--- config.mk ---
export PLATFORM = sky130hd
export DESIGN_NAME = bhpq_ctrl
export DESIGN_NICKNAME = d
export VERILOG_FILES = /design/src/rtl/bhpq_pkg.sv /design/src/rtl/bhpq_ctrl.sv
export SDC_FILE = /design/constraint.sdc
export NUM_CORES = 1
export LEC_CHECK = 0
export ABC_AREA = 1
export BUFFER_PORTS_ARGS = -buffer_cell sky130_fd_sc_hd__clkbuf_2
export CORE_ASPECT_RATIO = 1.25
export CORE_MARGIN = 1.5
export CORE_UTILIZATION = 34
export DETAILED_ROUTE_END_ITERATION = 10
export GPL_ROUTABILITY_DRIVEN = 0
export GPL_TIMING_DRIVEN = 0
export PLACE_DENSITY_LB_ADDON = 0.25
export SLEW_MARGIN = 20
export SYNTH_ARGS = -nofsm -noshare
export SYNTH_HDL_FRONTEND = slang
export SYNTH_SLANG_ARGS = --single-unit
--- constraint.sdc ---
create_clock -name clk_i -period 1.9 [get_ports clk_i]
set_clock_uncertainty 0.1 [all_clocks]
set_input_delay 0.19 -clock clk_i [delete_from_list [all_inputs] [get_ports clk_i]]
set_output_delay 0.19 -clock clk_i [all_outputs]
set_load 0.1 [all_outputs]
--- src/rtl/bhpq_pkg.sv ---
// Package for the binary heap priority queue: sizes, operation and status codes,
// controller command and datapath status structures, and the key compare.
// Depends on nothing.
package bhpq_pkg;

  localparam int CAPACITY = 128;
  localparam int IDX_W    = $clog2(CAPACITY);
  localparam int CNT_W    = $clog2(CAPACITY + 1);
  localparam int CHILD_W  = IDX_W + 2;
  localparam int KEY_W    = 32;
  localparam int IN_TDATA_W  = 32;
  localparam int IN_TUSER_W  = 2;
  localparam int OUT_TDATA_W = 48;

  typedef enum logic [1:0] {
    ACT_INSERT      = 2'd0,
    ACT_REMOVE_LAST = 2'd1,
    ACT_REMOVE_KEY  = 2'd2,
    ACT_NOP         = 2'd3
  } bhpq_action_e;

  typedef enum logic [1:0] {
    STS_DONE      = 2'd0,
    STS_FULL      = 2'd1,
    STS_EMPTY     = 2'd2,
    STS_NOT_FOUND = 2'd3
  } bhpq_status_e;

  typedef struct packed {
    logic accept;
    logic up_rd;
    logic up_cmp;
    logic dn_load;
    logic dn_get;
    logic dn_rdl;
    logic dn_rdr;
    logic dn_cmp;
    logic scan;
    logic rm_last;
    logic rm_get;
    logic fin;
  } bhpq_cmd_t;

  typedef struct packed {
    logic full;
    logic empty;
    logic idx_root;
    logic up_move;
    logic mode_rm;
    logic l_valid;
    logic dn_move;
    logic match;
    logic scan_end;
    logic pos_is_last;
    logic out_free;
  } bhpq_stat_t;

  function automatic logic outranks(input logic is_min,
                                    input logic signed [KEY_W-1:0] a,
                                    input logic signed [KEY_W-1:0] b);
    return is_min ? (a < b) : (a > b);
  endfunction

endpackage

--- src/rtl/bhpq_ctrl.sv ---
// Controller state machine of the binary heap priority queue.
// Depends on bhpq_pkg; drives commands to and reads status from bhpq_datapath.
module bhpq_ctrl import bhpq_pkg::*; (
  input  logic               clk_i,
  input  logic               rst_ni,
  input  logic               in_valid_i,
  input  logic [1:0]         in_action_i,
  output logic               in_ready_o,
  input  bhpq_stat_t         stat_i,
  output bhpq_cmd_t          cmd_o
);

  typedef enum logic [11:0] {
    S_IDLE    = 12'b000000000001,
    S_UP_RD   = 12'b000000000010,
    S_UP_CMP  = 12'b000000000100,
    S_DN_LOAD = 12'b000000001000,
    S_DN_GET  = 12'b000000010000,
    S_DN_RDL  = 12'b000000100000,
    S_DN_RDR  = 12'b000001000000,
    S_DN_CMP  = 12'b000010000000,
    S_SCAN    = 12'b000100000000,
    S_RM_LAST = 12'b001000000000,
    S_RM_GET  = 12'b010000000000,
    S_FIN     = 12'b100000000000
  } state_e;

  state_e       state_q, state_d;
  bhpq_action_e act;
  logic         accept;
  state_e       after_up;

  assign act        = bhpq_action_e'(in_action_i);
  assign in_ready_o = (state_q == S_IDLE) && stat_i.out_free;
  assign accept     = in_valid_i && in_ready_o;
  assign after_up   = stat_i.mode_rm ? S_DN_LOAD : S_FIN;

  always_comb begin
    cmd_o         = '0;
    cmd_o.accept  = accept;
    cmd_o.up_rd   = (state_q == S_UP_RD);
    cmd_o.up_cmp  = (state_q == S_UP_CMP);
    cmd_o.dn_load = (state_q == S_DN_LOAD);
    cmd_o.dn_get  = (state_q == S_DN_GET);
    cmd_o.dn_rdl  = (state_q == S_DN_RDL);
    cmd_o.dn_rdr  = (state_q == S_DN_RDR);
    cmd_o.dn_cmp  = (state_q == S_DN_CMP);
    cmd_o.scan    = (state_q == S_SCAN);
    cmd_o.rm_last = (state_q == S_RM_LAST);
    cmd_o.rm_get  = (state_q == S_RM_GET);
    cmd_o.fin     = (state_q == S_FIN);
  end

  always_comb begin
    state_d = state_q;
    unique case (state_q)
      S_IDLE: begin
        if (accept) begin
          if (act == ACT_INSERT && !stat_i.full) begin
            state_d = S_UP_RD;
          end else if (act == ACT_REMOVE_KEY && !stat_i.empty) begin
            state_d = S_SCAN;
          end else begin
            state_d = S_FIN;
          end
        end
      end
      S_UP_RD:   state_d = stat_i.idx_root ? after_up : S_UP_CMP;
      S_UP_CMP:  state_d = stat_i.up_move ? S_UP_RD : after_up;
      S_DN_LOAD: state_d = S_DN_GET;
      S_DN_GET:  state_d = S_DN_RDL;
      S_DN_RDL:  state_d = stat_i.l_valid ? S_DN_RDR : S_FIN;
      S_DN_RDR:  state_d = S_DN_CMP;
      S_DN_CMP:  state_d = stat_i.dn_move ? S_DN_RDL : S_FIN;
      S_SCAN: begin
        priority if (stat_i.match) begin
          state_d = S_RM_LAST;
        end else if (stat_i.scan_end) begin
          state_d = S_FIN;
        end
      end
      S_RM_LAST: state_d = S_RM_GET;
      S_RM_GET:  state_d = stat_i.pos_is_last ? S_FIN : S_UP_RD;
      S_FIN:     state_d = S_IDLE;
      default:   state_d = S_IDLE;
    endcase
  end

  always_ff @(posedge clk_i or negedge rst_ni) begin
    if (!rst_ni) begin
      state_q <= S_IDLE;
    end else begin
      state_q <= state_d;
    end
  end

endmodule

Word level (Yosys, flattened, before mapping)
Index checks and enable logic that the tools add are counted.
{ "totals": {"regBits": 12, "inputBits": 16, "word_cells": 36} }
{ "op_classes": {"eq_ne": 15, "n_reduce_logical": 8, "muxes": 12} }
{ "op_table": {"columns": ["op", "count"], "rows": [
  ["12-bit 2-to-1 mux", 11],
  ["12-bit one-hot mux with 11 select lines", 1],
  ["12-bit by 1-bit equality test with 1-bit output, second input constant", 1],
  ["12-bit by 10-bit equality test with 1-bit output, second input constant", 1],
  ["12-bit by 11-bit equality test with 1-bit output, second input constant", 1],
  ["12-bit equality test, second input constant", 1],
  ["12-bit by 2-bit equality test with 1-bit output, second input constant", 1],
  ["12-bit by 3-bit equality test with 1-bit output, second input constant", 1],
  ["12-bit by 4-bit equality test with 1-bit output, second input constant", 1],
  ["12-bit by 5-bit equality test with 1-bit output, second input constant", 1],
  ["12-bit by 6-bit equality test with 1-bit output, second input constant", 1],
  ["12-bit by 7-bit equality test with 1-bit output, second input constant", 1],
  ["12-bit by 8-bit equality test with 1-bit output, second input constant", 1],
  ["12-bit by 9-bit equality test with 1-bit output, second input constant", 1],
  ["1-bit logical AND", 4],
  ["3-bit != test, second input constant", 1],
  ["2-bit equality test, second input constant", 1],
  ["1-bit zero test", 2],
  ["2-bit zero test", 1],
  ["2-bit != test, second input constant", 1],
  ["2-bit AND reduction", 1]
]} }

Depth between registers and ports, before layout
{ "logic_depth": {"depth_word": 6, "mapped_depth": 10, "mapped_depth_nobuf": 10} }

Least setup slack after synthesis
Ideal clock, no wire load.
{ "synth_path": {"path_type": "reg-to-output", "from": "register state_q[4]", "to": "output cmd_o[8] in the netlist's numbering", "required_ns": 1.610, "n_path_buf": 0, "setup_slack_ns": -1.938, "arrival_ns": 3.548, "stages_incl_launch_ff": 4, "cell_sequence": "dfrtp_1 -> nor2_2 -> nand2_4 -> nor4_1"} }
{ "synth_rtl": {"columns": ["element", "line", "rtl"], "rows": [
  ["start: declaration", "bhpq_ctrl.sv:28", "state_e state_q, state_d;"],
  ["start signal: assignment", "bhpq_ctrl.sv:93", "state_q <= state_d;"],
  ["end: declaration", "bhpq_ctrl.sv:10", "output bhpq_cmd_t cmd_o"]
]} }

Final worst setup path
{ "layout_path": {"from": "register state_q[6]", "to": "output cmd_o[11] in the netlist's numbering"} }
{ "layout_between": {"elab_chain_cells": 3} }
{ "layout_lines": {"columns": ["element", "line", "rtl"], "rows": [
  ["12-bit by 1-bit equality test with 1-bit output", "bhpq_ctrl.sv:34", "assign in_ready_o = (state_q == S_IDLE) && stat_i.out_free;"],
  ["1-bit logical AND", "bhpq_ctrl.sv:34", null],
  ["1-bit logical AND", "bhpq_ctrl.sv:35", "assign accept = in_valid_i && in_ready_o;"]
]} }
No other way between the ends.

==> impl_results.md <==
- Initial DRC count: 14
- CTS H-tree depth: 1
- Die area: approximately 3100 sq um
- Multi-input logic area: 594.3 sq um
- Final worst slack: -0.04792 ns
- Post-route clock period utilization: 102.5%
- Maximum vdd drop: 0.7807 mV
- P_leak: 0.0008304 uW
- Largest Register: state_q
- Setup crit end kind: output port
- Status: finished, violations left
- Seq/Total Area, Yosys: 31.79%
- Worst Hold Class: in -> reg
- Worst path required time: 1.61 ns
- Die Y: 62.05 um
- Max Fclk: 0.5134 GHz
- Largest net degree at the start of global routing: 13
- Synth Warn #: 0
- Mux contribution to synthesized area: 0%
- XOR/XNOR Fraction of Synth Area: 0%
- CTS tree: yes
- Post-Synth Adder-Cell Area: 0%
- # placed instances: ~200
- CP startpoint kind: flop
- Kind of critical path: reg -> out
- Highest metal used: met4
- Post-DP HPWL: 1761 um
- Initial antenna violation count: 0
- Routed wire length: roughly 2500 um
- Antenna Violating Nets Remaining: 0
- Largest family of logic cells by synthesized area: simple AND/OR/NAND/NOR gates
- Critical Path Fanout Max: 5
- WL met2: 1372 um
- R2R Path Start: state_q[0]
- Core area: between 2000 and 3000 sq um
- Synth Register Bits: 12
- Biggest regs: state_q (12)
- MaxCap Viol Count: 0
- Min-delay src: stat_i[5]
- Setup violators final: 2
- Layout area overhead: 56.73%
- Post-Synth Simple-Gate Area: between 40% and 50%
- R2R depth: 9
- # diodes: 0
- Compound-Gate Fraction of Synth Area: 6.464%
- Met1 wire length: 954 um
- Met3 wire length: 103 um
- Fin. Hold Viols: 0
- Reg-to-reg setup timing slack: 0.26 ns
- Vias in the first global route: 951
- Slew Viols, Final: 0
- Number of port buffers: 28
- Cells after synthesis: 140
- Synth Area per Inst: 6.774 sq um
- DIE WIDTH: 50.24 um
- RR Endpoint: state_q[1]
- Max reg flops: 12
- DRC viols: 0
- WP data arrival: 1.66 ns
- Wire per inst: 11.38 um
- Ports: 29
- Pwr Density: 880.0 nW/um^2
- Hold Path Depth: 3
- Worst-Skew Late Latency: ~0.27 ns
- GRT overflow: 0
- Filler instances: between 200 and 250
- DR pass1 iterations: 6
- Failing checks: setup timing
- Worst hold margin: 0.05836 ns
- Cts bufs inserted: 3
- Slew headroom: 79.20%
- Ratio of cells with drive above 1 in the final layout: between 40% and 50%
- Sink Count: 12
- Final layout net count: 199
- Global-route wire length before repair: between 3000 and 4000 um
- Mapped Area: 948.4 sq um
- CTS root buf: clkbuf_4
- Area post-placement: 1165 sq um
- CTS max path bufs: 2
- Worst-Margin Slew: ~0.31 ns
- Hold EP: state_q[6]
- Yosys cell types: 24
- RSZ-0062 raised after global routing: true
- Via density: ~4.6
- Syn_nets: 156
- Initial Util: 35.74%
- FF+latch area: 301.5 sq um
- Final instance area: 1486 sq um
- Row count: 21
- CTS clock-pin slew for the worst setup and hold paths: 0.07 ns
- Crit path time final: between 1.5 and 2 ns
- Post-Layout Cell Count: around 220
- Via count: between 900 and 1000
- GRT Overall Usage: around 16%
## synth_stat cells, drive strengths merged
cell type / n / share of area [%]
o22ai: 1 / 0.66
o41ai: 1 / 1.7
inv: 34 / 13
nand2: 37 / 18
dfrtp: 11 / 29
a21boi: 1 / 0.79
o211ai: 1 / 0.79
nor2: 31 / 18
nor4: 2 / 1.3
o21ai: 2 / 1.1
nor3: 7 / 3.7
a21oi: 2 / 1.5
buf: 1 / 0.79
nand3: 8 / 6.1
dfstp: 1 / 2.8
## what timing repair did
| item | CTS | global route |
|---|---|---|
| endpoints found under the setup margin | 13 | 12 |
| gates cloned | 0 | 0 |
| pin swaps | 3 | 10 |
| gates resized for setup | 28 | 33 |
| hold endpoints to repair | 13 | 0 |
| hold buffers | 2 | 0 |
| setup buffers | 2 | 6 |
## worst max-delay path: stages (launching register included)
cell and delay, ns:
dfrtp_1 0.43, nor2_2 0.15, nand2_4 0.13, nor2_8 0.17, nand2_4 0.06, nor3_2 0.14
buf_4 0.13, clkbuf_16 0.18
## report_power, final
| group | internal, uW | switching, uW | total [uW] |
|---|---|---|---|
| clock | 81.0 | 80.3 | 161 |
| combinational | 304 | 534 | 838 |
| sequential | 287 | 21.9 | 309 |
| total | 672 | 636 | 1310 |
## cell type report
type / instances / area share, %
Clock buffer: 4 / 1.768
Multi-Input combinational cell: 93 / 39.98
Sequential cell: 12 / 20.29
Buffer: 1 / 0.5050
Tap cell: 34 / 2.862
Inverter: 34 / 8.586
Timing Repair Buffer: 38 / 26.01
## cells by family (layout without fill, tap and decap cells)
kind of cell | count (synthesis) | in the layout
simple gates | 85 | 85
compound gates | 8 | 8
buf+inv | 35 | 77
flops | 12 | 12
## worst max-delay path by stage
stage,start,endpoint,slack [ns],cells after the start
4_1_cts,state_q[7],cmd_o[11],-0.09,7
6_report,state_q[6],cmd_o[11],-0.05,7
5_1_grt,state_q[6],cmd_o[11],-0.11,7
3_5_place_dp,state_q[6],cmd_o[11],-0.10,7
3_3_place_gp,state_q[6],cmd_o[11],-0.1,7
2_1_floorplan,state_q[4],cmd_o[8],-0.13,3
## placed cells by master (no fill, tap or decap)
cell and n:
o41ai_2 1, nor2_1 18, buf_8 2, buf_6 2
buf_4 9, o21ai_1 2, dlygate4sd3_1 2, inv_2 6
nor4_4 1, nor2_8 2, o22ai_1 1, nor2_2 6
a21oi_2 1, nor4_1 1, a21oi_1 1, nand3_2 1
nand3_1 6, buf_12 7, nor3_1 3, nor3_4 2
nand2_4 3, o211ai_1 1, clkbuf_1 1, clkbuf_2 15
dfrtp_1 11, nand2_1 27, nor3_2 2, clkbuf_16 1
inv_1 28, clkbuf_4 3, nor2_4 5, nand2_2 7
clkbuf_8 1, dfstp_2 1, nand3_4 1, a21boi_1 1
## layer usage
layer,vias up,global-route usage (%)
li1,509,-
met1,441,18.69
met5,-,0
met3,2,2.153
met2,34,31.02
met4,0,4.762
## through the flow
step	util [%]	setup TNS [ns]	total power [uW]	worst slack, ns
floorplan	-	-0.1295	893.0	-0.1295
global placement	43.89	-0.09644	984.9	-0.09644
detailed placement	43.89	-0.1004	991.4	-0.1004
CTS	50.92	-0.08949	1219	-0.08949
global route	56.01	-0.3569	1399	-0.1123
finish	56.01	-0.08232	1308	-0.04792
Power figures use the tool's default switching activity.
